**src/design/rcd_pkg.sv**
```systemverilog
// shared types, constants and width helpers of the rgb color distance block
// no dependencies
`default_nettype none

package rcd_pkg;

  localparam int unsigned VALUE_W    = 13;
  localparam int unsigned THRESH_W   = 18;
  localparam int unsigned CFG_IDX_W  = 3;
  localparam int unsigned MASK_ON    = 255;

  typedef enum logic [CFG_IDX_W-1:0] {
    CFG_REF_RED    = 3'd0,
    CFG_REF_GREEN  = 3'd1,
    CFG_REF_BLUE   = 3'd2,
    CFG_MODE       = 3'd3,
    CFG_THRESH_SQ  = 3'd4
  } cfg_idx_e;

  // squared distance of three channels
  function automatic int unsigned sum_width(int unsigned chan_bits);
    return 2 * chan_bits + 2;
  endfunction

  // bits of the fixed-point root
  function automatic int unsigned root_width(int unsigned chan_bits, int unsigned frac_bits);
    return (sum_width(chan_bits) + 2 * frac_bits + 1) / 2;
  endfunction

  // accept to result strobe, in cycles
  function automatic int unsigned latency(int unsigned chan_bits, int unsigned frac_bits);
    return 3 + root_width(chan_bits, frac_bits);
  endfunction

endpackage

`default_nettype wire

```
**src/design/rgb_color_distance.sv**
```systemverilog
// rgb color distance: squared distance, threshold mask and pipelined square root
// depends on rcd_pkg
`default_nettype none

// One pixel is taken in every clock cycle (busy stays low) and each pixel gives
// exactly one beat on value_o, marked by valid_o for one cycle, in input order.
// The pipeline has one stage for the channel differences, one for the squares,
// one for the sum and threshold compare, then the square root takes one result
// bit per pipeline stage. Results cannot be held off, so the receiver must take
// every beat. The user must write configuration through cfg_we_i/cfg_idx_i/
// cfg_data_i only while no pixel is in flight; the block does not enforce this.
module rgb_color_distance #(
  parameter int unsigned CHANNEL_BITS  = 8,
  parameter int unsigned FRACTION_BITS = 4
) (
  input  wire logic                          clk_i,
  input  wire logic                          rst_ni,
  input  wire logic                          start,
  output logic                               busy,
  input  wire logic [CHANNEL_BITS-1:0]       pixel_red_i,
  input  wire logic [CHANNEL_BITS-1:0]       pixel_green_i,
  input  wire logic [CHANNEL_BITS-1:0]       pixel_blue_i,
  input  wire logic                          cfg_we_i,
  input  wire logic [rcd_pkg::CFG_IDX_W-1:0] cfg_idx_i,
  input  wire logic [((CHANNEL_BITS > rcd_pkg::THRESH_W) ?
                      CHANNEL_BITS : rcd_pkg::THRESH_W)-1:0] cfg_data_i,
  output logic                               valid_o,
  output logic [rcd_pkg::VALUE_W-1:0]        value_o
);

  localparam int unsigned C       = CHANNEL_BITS;
  localparam int unsigned SQ_W    = 2 * C;
  localparam int unsigned SUM_W   = rcd_pkg::sum_width(C);
  localparam int unsigned ROOT_W  = rcd_pkg::root_width(C, FRACTION_BITS);
  localparam int unsigned RAD_W   = 2 * ROOT_W;
  localparam int unsigned REM_W   = ROOT_W + 2;
  localparam int unsigned CMP_W   = (SUM_W > rcd_pkg::THRESH_W) ? SUM_W : rcd_pkg::THRESH_W;
  localparam int unsigned EXT_W   = (ROOT_W > rcd_pkg::VALUE_W) ? ROOT_W : rcd_pkg::VALUE_W;

  // configuration registers
  logic [C-1:0]                  ref_red_q, ref_green_q, ref_blue_q;
  logic                          mode_q;
  logic [rcd_pkg::THRESH_W-1:0]  thresh_q;

  always_ff @(posedge clk_i or negedge rst_ni) begin
    if (!rst_ni) begin
      ref_red_q   <= '0;
      ref_green_q <= '0;
      ref_blue_q  <= '0;
      mode_q      <= 1'b1;
      thresh_q    <= '0;
    end else if (cfg_we_i) begin
      unique case (rcd_pkg::cfg_idx_e'(cfg_idx_i))
        rcd_pkg::CFG_REF_RED:   ref_red_q   <= cfg_data_i[C-1:0];
        rcd_pkg::CFG_REF_GREEN: ref_green_q <= cfg_data_i[C-1:0];
        rcd_pkg::CFG_REF_BLUE:  ref_blue_q  <= cfg_data_i[C-1:0];
        rcd_pkg::CFG_MODE:      mode_q      <= cfg_data_i[0];
        rcd_pkg::CFG_THRESH_SQ: thresh_q    <= cfg_data_i[rcd_pkg::THRESH_W-1:0];
        default: ;
      endcase
    end
  end

  assign busy = 1'b0;

  logic accept;
  assign accept = start && !busy;

  // stage 1: absolute channel differences
  logic         v1_q;
  logic [C-1:0] dr_q, dg_q, db_q;
  logic [C-1:0] dr_d, dg_d, db_d;

  always_comb begin
    dr_d = (ref_red_q   >= pixel_red_i)   ? ref_red_q   - pixel_red_i
                                          : pixel_red_i   - ref_red_q;
    dg_d = (ref_green_q >= pixel_green_i) ? ref_green_q - pixel_green_i
                                          : pixel_green_i - ref_green_q;
    db_d = (ref_blue_q  >= pixel_blue_i)  ? ref_blue_q  - pixel_blue_i
                                          : pixel_blue_i  - ref_blue_q;
  end

  // stage 2: squares
  logic            v2_q;
  logic [SQ_W-1:0] sr_q, sg_q, sb_q;

  // stage 3 feeds root stage 0 through the arrays below
  logic [SUM_W-1:0] sum_d;
  logic             lt_d;
  logic [RAD_W-1:0] rad_d;

  always_comb begin
    sum_d = SUM_W'(sr_q) + SUM_W'(sg_q) + SUM_W'(sb_q);
    lt_d  = CMP_W'(sum_d) < CMP_W'(thresh_q);
    rad_d = RAD_W'(sum_d) << (2 * FRACTION_BITS);
  end

  logic              vld_q  [ROOT_W+1];
  logic              lt_q   [ROOT_W+1];
  logic [RAD_W-1:0]  rad_q  [ROOT_W+1];
  logic [REM_W-1:0]  rem_q  [ROOT_W+1];
  logic [ROOT_W-1:0] root_q [ROOT_W+1];

  always_ff @(posedge clk_i or negedge rst_ni) begin
    if (!rst_ni) begin
      v1_q     <= 1'b0;
      v2_q     <= 1'b0;
      vld_q[0] <= 1'b0;
    end else begin
      v1_q     <= accept;
      v2_q     <= v1_q;
      vld_q[0] <= v2_q;
    end
  end

  always_ff @(posedge clk_i) begin
    dr_q      <= dr_d;
    dg_q      <= dg_d;
    db_q      <= db_d;
    sr_q      <= SQ_W'(dr_q) * SQ_W'(dr_q);
    sg_q      <= SQ_W'(dg_q) * SQ_W'(dg_q);
    sb_q      <= SQ_W'(db_q) * SQ_W'(db_q);
    lt_q[0]   <= lt_d;
    rad_q[0]  <= rad_d;
    rem_q[0]  <= '0;
    root_q[0] <= '0;
  end

  // restoring square root, one result bit per stage
  for (genvar k = 0; k < ROOT_W; k++) begin : g_root
    logic [REM_W-1:0]  rem_sh;
    logic [REM_W-1:0]  trial;
    logic              ge;
    logic [REM_W-1:0]  rem_d;
    logic [ROOT_W-1:0] root_d;

    always_comb begin
      rem_sh = {rem_q[k][ROOT_W-1:0], rad_q[k][RAD_W-1 -: 2]};
      trial  = {root_q[k], 2'b01};
      ge     = rem_sh >= trial;
      rem_d  = ge ? rem_sh - trial : rem_sh;
      root_d = {root_q[k][ROOT_W-2:0], ge};
    end

    always_ff @(posedge clk_i or negedge rst_ni) begin
      if (!rst_ni) begin
        vld_q[k+1] <= 1'b0;
      end else begin
        vld_q[k+1] <= vld_q[k];
      end
    end

    always_ff @(posedge clk_i) begin
      lt_q[k+1]   <= lt_q[k];
      rad_q[k+1]  <= {rad_q[k][RAD_W-3:0], 2'b00};
      rem_q[k+1]  <= rem_d;
      root_q[k+1] <= root_d;
    end
  end

  logic [EXT_W-1:0] root_ext;
  assign root_ext = EXT_W'(root_q[ROOT_W]);

  always_comb begin
    if (mode_q) begin
      value_o = lt_q[ROOT_W] ? rcd_pkg::VALUE_W'(rcd_pkg::MASK_ON) : '0;
    end else begin
      value_o = root_ext[rcd_pkg::VALUE_W-1:0];
    end
  end

  assign valid_o = vld_q[ROOT_W];

endmodule

`default_nettype wire

```
**config.mk**
```make
export PLATFORM = sky130hd
export DESIGN_NAME = rgb_color_distance
export DESIGN_NICKNAME = d
export VERILOG_FILES = /design/src/design/rcd_pkg.sv /design/src/design/rgb_color_distance.sv
export SDC_FILE = /design/constraint.sdc
export NUM_CORES = 1
export LEC_CHECK = 0
export BUFFER_PORTS_ARGS = -buffer_cell sky130_fd_sc_hd__buf_2
export CAP_MARGIN = 20
export CORE_AREA = 5 5 225 227
export DETAILED_ROUTE_END_ITERATION = 7
export DIE_AREA = 0 0 230 232
export PLACE_DENSITY = 0.66
export SYNTH_ARGS = -nofsm -noshare
export SYNTH_HDL_FRONTEND = slang
export SYNTH_SLANG_ARGS = --single-unit
```
**constraint.sdc**
```tcl
create_clock -name clk_i -period 10.21 [get_ports clk_i]
set_clock_uncertainty 0.2 [all_clocks]
set_input_delay 0.5105 -clock clk_i [delete_from_list [all_inputs] [get_ports clk_i]]
set_output_delay 0.5105 -clock clk_i [all_outputs]
set_load 0.01 [all_outputs]
```
==> results of run 1 <==
cells in the final DEF (no fill, tap or decap), types with 23 or more instances in the layout:
cell type / n
dfxtp_1: 404
inv_1: 343
ha_1: 260
nand2_1: 126
nor2_1: 122
o21ai_0: 118
a21oi_1: 118
xnor2_1: 113
fa_1: 100
and2_1: 66
buf_2: 62
xor2_1: 60
dfrtp_1: 58
a21o_1: 51
clkbuf_16: 48
nor3_1: 32
mux2i_1: 29
nor2b_1: 28
a211oi_1: 23
registers in the layout, summed over array words and instances, names as in the netlist, 13 cells and up:
signal / flops
rem_q: 140
root_q: 91
rad_q: 90
thresh_q: 18
sb_q: 15
sg_q: 15
sr_q: 15
lt_q: 14
vld_q: 13
what timing repair did:
action,CTS,global route
gates resized for setup,0,0
hold buffers,12,0
endpoints found under the hold margin,69,0
stage by stage:
stage / hold slack [ns] / setup WS [ns] / instance area [µm²] / utilization [%]
finish: 0.0804 / 5.43 / 26700 / 55.1
global route: 0.0593 / 5.13 / 26700 / 55.1
CTS: 0.0564 / 5.45 / 26700 / 55.1
global placement: 0.109 / 5.63 / 25000 / 51.5
detailed placement: 0.112 / 5.52 / 25000 / 51.5
floorplan: 0.0149 / 5.84 / 24000 / -
area by class of cell:
cell class | instances | area (µm²) | share of cell area, %
Tap cell | 622 | 778 | 2.91
Multi-Input combinational cell | 1553 | 13000 | 48.5
Sequential cell | 463 | 9570 | 35.8
Inverter | 344 | 1290 | 4.83
Clock buffer | 63 | 1330 | 4.97
Timing Repair Buffer | 82 | 488 | 1.83
Clock inverter | 26 | 308 | 1.15
critical path, cell delays in order, from the launching register on:
cell     delay (ns)
dfxtp_1        0.44
inv_1          0.14
nor2_1         0.22
fa_1           0.48
fa_1           0.54
inv_1          0.05
fa_1           0.51
fa_1           0.54
inv_1          0.05
ha_1           0.23
nor3_1         0.25
o21ai_0        0.14
a31oi_1        0.32
nor2_1         0.10
a221o_1        0.32
xnor2_1        0.13
final timing paths:
path,slack [ns],cells after the start,start,end
setup / recovery,5.43,15,dr_q[5],sr_q[14]
hold / removal,0.08,3,cfg_data_i[5],ref_blue_q[5]
setup reg to reg,5.43,15,dr_q[5],sr_q[14]
hold reg to reg,0.10,0,rad_q[0][60],rad_q[0][86]
max in group asynchronous,8.77,3,rst_ni,thresh_q[9]
min in group asynchronous,0.46,3,rst_ni,ref_blue_q[5]
layer usage:
| layer | part of all wire [%] | vias to the layer above |
|---|---|---|
| met1 | 43 | 7684 |
| met3 | 3.6 | 70 |
| met5 | 0 | - |
| met2 | 51 | 200 |
| li1 | - | 8183 |
| met4 | 2.5 | 0 |
logic make-up (layout without fill, tap and decap cells):
group,count (synthesis),after routing,synth area share (%)
AOI/OAI and AO/OA,459,459,12.5
muxes,58,58,2.70
xor gates and xnor gates,173,173,6.33
and+or+nand+nor,496,496,10.5
other,2,7,0.0314
adders and majority gates,360,360,22.0
DFF,463,463,40.0
buffers and inverters,377,515,6.11
==> impl_metrics.env, run 1 <==
export IMPL_cp_required_ns=10.47
export IMPL_path_clk_slew_ns=0.06
export IMPL_yosysMostFrequentCell="dfxtp_1"
export IMPL_synthFlopType="dfxtp_1"
export IMPL_cap_violations=0
export IMPL_rows=81
export IMPL_critical_path_arrival_ns=5.03
export IMPL_area_delta_synth_final_pct=11.6
export IMPL_cts_tree="done"
export IMPL_wl_per_cell_um=14.4
export IMPL_setup_viol=0
export IMPL_core_area_um2=48400
export IMPL_first_pass_iters=5
export IMPL_fp_dieH_um=232
export IMPL_fin_nets=2901
export IMPL_fin_tns_setup_ns=0
export IMPL_grt_pass1_vias=16600
export IMPL_grt_usage_pct=17.1
export IMPL_yosysTopAreaCell="dfxtp_1"
export IMPL_post_cts_buffers=0
export IMPL_worst_pin_slew_ns=1.05
export IMPL_final_layout_size_suffix_gt1_share_pct=8.61
export IMPL_grtUsageMet2_pct=31.7
export IMPL_grt_max_degree=60
export IMPL_worstHoldPathType="in -> reg"
export IMPL_synth_area_um2=23900
export IMPL_synthCells=2388
export IMPL_antenna_found_initial=0
export IMPL_dpl_cell_count=3051
export IMPL_ys_seq_area_share_pct=40.0
export IMPL_cts_inserted_buffers=48
export IMPL_clockBufferDepth=3
export IMPL_ios=64
export IMPL_hpwl_mm=35.3
export IMPL_vias=16100
export IMPL_cp_max_fo=8
export IMPL_ys_ff_latch=463
export IMPL_portBuffers=62
export IMPL_wl_mm=45.4
export IMPL_insertion_delay_ns=0.58
export IMPL_maxSlewViolCount=0
export IMPL_crit_type="reg -> reg"
export IMPL_drc=0
export IMPL_place_gp_congestion=0.901
export IMPL_fin_crit_ns=4.78
export IMPL_use_met3_pct=2.71
export IMPL_overflow=0
export IMPL_synth_edf_count=0
export IMPL_end_kind="flop"
export IMPL_design_die_area_um2=53400
export IMPL_yosys_warnings=0
export IMPL_yosysTopAreaCellShare_pct=33.8
export IMPL_antenna_cells=0
export IMPL_grt_pass1_wl_mm=77.2
export IMPL_cts_sinks=463
export IMPL_viasPerCell=5.12
export IMPL_drt_iter0_markers=790
export IMPL_start_util_pct=49.4
export IMPL_cts_root_buffer="clkbuf_16"
export IMPL_gr_usage_met1_pct=20.6
export IMPL_synth_avg_cell_area_um2=10.0
export IMPL_final_hold_violation_count=0
export IMPL_ys_async_sr_fraction_pct=12.7
export IMPL_fin_crit_sh_pct=46.8
export IMPL_fp_dieW_um=230
export IMPL_synthTopCellsByCount="dfxtp_1, inv_1, ha_1"
export IMPL_top_usage_layer="met2"
export IMPL_status="finished clean"
export IMPL_ctsHtreeMaxLevel=2
export IMPL_grt_setup_unrepaired="no"
export IMPL_start_kind="flop"
export IMPL_ys_types=86
export IMPL_fillers=4263
export IMPL_slew_headroom_pct=29.9
export IMPL_ys_top_cells_by_area="dfxtp_1, ha_1, fa_1"
export IMPL_fmax_ghz=0.209
export IMPL_final_instance_count_excl_fill=3153
export IMPL_antenna_left=0
Power of run 1 is not shown: default switching activity piles up to over one toggle a cycle in this logic, so the estimate is an artifact.
==> inputs of run 2 (changes only) <==
--- a/config.mk
+++ b/config.mk
@@ -10,7 +10,7 @@
 export CORE_AREA = 5 5 225 227
 export DETAILED_ROUTE_END_ITERATION = 7
 export DIE_AREA = 0 0 230 232
-export PLACE_DENSITY = 0.66
+export PLACE_DENSITY = 0.68
 export SYNTH_ARGS = -nofsm -noshare
 export SYNTH_HDL_FRONTEND = slang
 export SYNTH_SLANG_ARGS = --single-unit
==> constraint.sdc (replaced) <==
create_clock -name clk_i -period 4 [get_ports clk_i]
set_clock_uncertainty 0.2 [all_clocks]
set_input_delay 0.2 -clock clk_i [delete_from_list [all_inputs] [get_ports clk_i]]
set_output_delay 0.2 -clock clk_i [all_outputs]
set_load 0.01 [all_outputs]
==> impl_metrics.env, run 2 (synthesis results as in run 1) <==
export IMPL_fin_nets=3046
export IMPL_start_kind="flop"
export IMPL_mostFrequentLayoutCell="dfxtp_1"
export IMPL_first_pass_iters=5
export IMPL_ctsHtreeMaxLevel=2
export IMPL_setup_viol=7
export IMPL_r2r_cells=15
export IMPL_grt_usage_pct=17.8
export IMPL_fillers=4055
export IMPL_fp_dieW_um=230
export IMPL_status="complete, but fails checks"
export IMPL_fin_crit_ns=4.10
export IMPL_grt_setup_unrepaired="yes"
export IMPL_design_die_area_um2=53400
export IMPL_final_setup_worst_slack_ns=-0.0989
export IMPL_overflow=0
export IMPL_worstHoldPathType="in -> reg"
export IMPL_slew_headroom_pct=30.1
export IMPL_grt_max_degree=60
export IMPL_top_usage_layer="met2"
export IMPL_hold_depth=4
export IMPL_fmax_ghz=0.244
export IMPL_fp_dieH_um=232
export IMPL_antenna_found_initial=0
export IMPL_place_gp_congestion=0.874
export IMPL_wl_mm=47.3
export IMPL_portBuffers=62
export IMPL_antenna_left=0
export IMPL_critical_path_arrival_ns=4.36
export IMPL_fin_crit_sh_pct=102
export IMPL_grt_pass1_wl_mm=80.5
export IMPL_core_area_um2=48400
export IMPL_grtUsageMet2_pct=33.5
export IMPL_cts_root_buffer="clkbuf_16"
export IMPL_top_register="rem_q"
export IMPL_min_from="pixel_blue_i[3]"
export IMPL_layout_common_cells="dfxtp_1, inv_1, ha_1"
export IMPL_start_util_pct=49.4
export IMPL_final_hold_violation_count=0
export IMPL_cts_inserted_buffers=50
export IMPL_rows=81
export IMPL_path_clk_slew_ns=0.06
export IMPL_cap_violations=0
export IMPL_final_layout_size_suffix_gt1_share_pct=16.8
export IMPL_fin_area_um2=28700
export IMPL_largest_reg_flops=140
export IMPL_postPlaceCellArea_um2=25700
export IMPL_grt_pass1_vias=17400
export IMPL_hpwl_mm=35.8
export IMPL_fin_util_pct=59.3
export IMPL_vias=16800
export IMPL_cp_max_fo=4
export IMPL_cts_tree="done"
export IMPL_viasPerCell=5.09
export IMPL_area_delta_synth_final_pct=19.9
export IMPL_crit_type="reg -> reg"
export IMPL_antenna_cells=0
export IMPL_violations="setup timing"
export IMPL_maxSlewViolCount=0
export IMPL_cp_required_ns=4.26
export IMPL_drc=0
export IMPL_dpl_cell_count=3130
export IMPL_cts_sinks=463
export IMPL_gr_usage_met1_pct=21.0
export IMPL_clockBufferDepth=3
export IMPL_use_met3_pct=2.79
export IMPL_ios=64
export IMPL_cp_startpoint="dr_q[1]"
export IMPL_wl_per_cell_um=14.3
export IMPL_drt_iter0_markers=719
export IMPL_final_instance_count_excl_fill=3299
export IMPL_insertion_delay_ns=0.59
export IMPL_worst_pin_slew_ns=1.04
export IMPL_end_kind="flop"
export IMPL_reg2reg_from="dr_q[1]"
export IMPL_reg_largest_list="rem_q (140), root_q (91), rad_q (90)"
run 2: cell count changes in the layout (fill, tap and decap cells not counted), sizes merged:
cell	before	now
buf	69	163
dlygate4sd3	12	62
clkbuf	64	70
clkinvlp	9	4
clkinv	6	9
inv	351	348
bufinv	4	5
run 2: area by class of cell:
| type | instances | area, µm² | area share [%] |
|---|---|---|---|
| Multi-Input combinational cell | 1553 | 13600 | 47.2 |
| Sequential cell | 463 | 9630 | 33.5 |
| Timing Repair Buffer | 225 | 1710 | 5.97 |
| Clock buffer | 70 | 1460 | 5.08 |
| Inverter | 344 | 1290 | 4.50 |
| Tap cell | 622 | 778 | 2.71 |
| Clock inverter | 22 | 290 | 1.01 |
run 2: per-stage QoR:
step / hold WS [ns] / setup TNS [ns] / setup WS, ns
final: 0.0269 / -0.340 / -0.0989
after CTS: 0.00430 / -0.169 / -0.0700
after global placement: 0.110 / -0.321 / -0.0588
after floorplan: -0.296 / -0.000854 / -0.000854
after detailed placement: 0.110 / -1.19 / -0.189
after global routing: 0.0581 / -1.59 / -0.217
run 2: path summary, 6_finish.rpt:
kind / to / slack (ns)
worst max-delay path: sr_q[14] / -0.1
worst min-delay path: db_q[3] / 0.03
worst max register to register: sr_q[14] / -0.1
worst min register to register: lt_q[0][6] / 0.11
max in group asynchronous: thresh_q[7] / 2.86
min in group asynchronous: ref_blue_q[5] / 0.11
run 2: repair_timing:
item / CTS / global route
gates cloned: 0 / 0
buffers inserted: 8 / 6
endpoints found under the hold margin: 124 / 0
gates resized for setup: 60 / 79
setup endpoints to repair: 13 / 14
hold buffers: 62 / 0
pin swaps: 43 / 60
run 2: worst max-delay path, cell delays in order, from the launching register on:
cell and delay [ns]:
dfxtp_2 0.33, buf_6 0.11, and2_4 0.13, fa_1 0.47, fa_1 0.53, inv_2 0.04, fa_1 0.48, fa_1 0.50
inv_2 0.05, ha_4 0.17, nor3_2 0.12, o21ai_1 0.12, a31oi_2 0.20, nor2_1 0.08, a221o_1 0.30, xnor2_1 0.13
run 2: metal layers:
metal,wire (µm),vias up
li1,-,8482
met1,19800,7989
met2,24700,234
met3,1510,81
met4,1270,0
met5,0,-
Power of run 2 is left out for the same reason.
==> inputs of run 3 (changes only) <==
--- a/config.mk
+++ b/config.mk
@@ -10,6 +10,7 @@
 export CORE_AREA = 5 5 225 227
 export DETAILED_ROUTE_END_ITERATION = 7
 export DIE_AREA = 0 0 230 232
+export MAX_ROUTING_LAYER = met4
 export PLACE_DENSITY = 0.68
 export SYNTH_ARGS = -nofsm -noshare
 export SYNTH_HDL_FRONTEND = slang
==> impl_metrics.env, run 3 (synthesis results as in run 1) <==
export IMPL_hpwl_mm=36.0
export IMPL_fillers=4037
export IMPL_cts_sinks=463
export IMPL_crit_type="reg -> reg"
export IMPL_first_pass_iters=5
export IMPL_grt_pass1_wl_mm=80.1
export IMPL_top_register="rem_q"
export IMPL_ctsHtreeMaxLevel=2
export IMPL_grt_usage_pct=18.3
export IMPL_place_worst_setup_slack_ns=-0.180
export IMPL_fp_dieW_um=230
export IMPL_status="complete, but fails checks"
export IMPL_vias=16800
export IMPL_antenna_left=0
export IMPL_insertion_delay_ns=0.61
export IMPL_cp_required_ns=4.29
export IMPL_grt_max_degree=45
export IMPL_place_gp_congestion=0.893
export IMPL_antenna_cells=0
export IMPL_hold_depth=2
export IMPL_final_setup_worst_slack_ns=-0.0719
export IMPL_fin_crit_sh_pct=102
export IMPL_worst_pin_slew_ns=1.04
export IMPL_antenna_found_initial=0
export IMPL_ios=64
export IMPL_portBuffers=62
export IMPL_maxSlewViolCount=0
export IMPL_clockBufferDepth=3
export IMPL_cp_startpoint="db_q[2]"
export IMPL_viasPerCell=5.07
export IMPL_drt_iter0_markers=512
export IMPL_holdPathEnd="v1_q"
export IMPL_reg2reg_slack_ns=-0.07
export IMPL_rr_endpoint="sb_q[15]"
export IMPL_grt_setup_unrepaired="yes"
export IMPL_drc=0
export IMPL_reg_largest_list="rem_q (140), root_q (91), rad_q (90)"
export IMPL_grt_pass1_vias=17300
export IMPL_start_util_pct=49.4
export IMPL_overflow=0
export IMPL_reg2reg_from="db_q[2]"
export IMPL_largest_reg_flops=140
export IMPL_r2r_cells=16
export IMPL_layout_common_cells="dfxtp_1, inv_1, ha_1"
export IMPL_fin_crit_ns=4.07
export IMPL_final_layout_size_suffix_gt1_share_pct=16.6
export IMPL_slew_headroom_pct=30.4
export IMPL_cp_max_fo=5
export IMPL_fin_nets=3047
export IMPL_end_kind="flop"
export IMPL_area_delta_synth_final_pct=19.7
export IMPL_cts_inserted_buffers=51
export IMPL_final_hold_violation_count=0
export IMPL_violations="setup timing"
export IMPL_fmax_ghz=0.246
export IMPL_wl_per_cell_um=14.4
export IMPL_mostFrequentLayoutCell="dfxtp_1"
export IMPL_worstHoldPathType="in -> reg"
export IMPL_setup_viol=7
export IMPL_cts_root_buffer="clkbuf_16"
export IMPL_fp_dieH_um=232
export IMPL_min_from="start"
export IMPL_core_area_um2=48400
export IMPL_start_kind="flop"
export IMPL_path_clk_slew_ns=0.06
export IMPL_cap_violations=0
export IMPL_design_die_area_um2=53400
export IMPL_wl_mm=47.5
export IMPL_critical_path_arrival_ns=4.37
export IMPL_rows=81
export IMPL_cts_tree="done"
run 3: critical path: stages, from the launching register on:
cell      delay [ns]
dfxtp_4         0.36
buf_6           0.12
buf_6           0.11
and2_4          0.14
ha_4            0.16
fa_1            0.47
ha_1            0.28
inv_1           0.05
fa_1            0.49
inv_2           0.05
fa_2            0.37
a21o_1          0.23
a211oi_4        0.33
o21ai_4         0.12
a311oi_2        0.27
o21bai_1        0.11
xnor2_1         0.12
run 3: per-layer routing:
metal / GRT usage [%] / vias to the layer above / share of wire (%)
met5: - / - / 0
met4: 6.31 / 0 / 3.7
met2: 32.8 / 225 / 51
met1: 20.9 / 7927 / 42
li1: - / 8478 / -
met3: 3.04 / 123 / 3.3
run 3: repair_timing:
| item | CTS | global route |
|---|---|---|
| endpoints found under the setup margin | 13 | 19 |
| setup buffers | 10 | 8 |
| pin swaps | 46 | 59 |
| hold endpoints to repair | 127 | 0 |
| cloned | 0 | 0 |
| resized for setup | 58 | 65 |
| hold buffers | 60 | 0 |
run 3: worst max-delay path by stage:
stage | end | depth (start not counted) | slack (ns)
final | sb_q[15] | 16 | -0.07
after global routing | sb_q[15] | 16 | -0.21
after CTS | sg_q[12] | 16 | -0.08
after detailed placement | sr_q[13] | 16 | -0.18
after global placement | sg_q[12] | 16 | -0.08
after floorplan | sb_q[14] | 15 | -0.0009
run 3: stage by stage:
stage,area [µm²],instances,hold WS (ns),utilization (%),setup TNS [ns]
finish,28700,3302,0.0562,59.2,-0.291
global route,28700,3302,0.0485,59.2,-1.68
floorplan,24100,2393,-0.296,-,-0.000854
global placement,25700,3129,-0.0549,53.1,-0.477
CTS,28300,3294,0.00848,58.5,-0.341
detailed placement,25700,3129,-0.0458,53.1,-1.43
run 3: area by class of cell:
cell class,count,area (µm²),area share (%)
repair buffers,225,1710,5.98
flip-flops and latches,463,9630,33.6
multi-input cells,1553,13500,47.0
inverters,344,1300,4.54
well taps,622,778,2.72
clock buffers,57,1370,4.78
clock inverters,38,399,1.39
Power of run 3 is left out for the same reason.
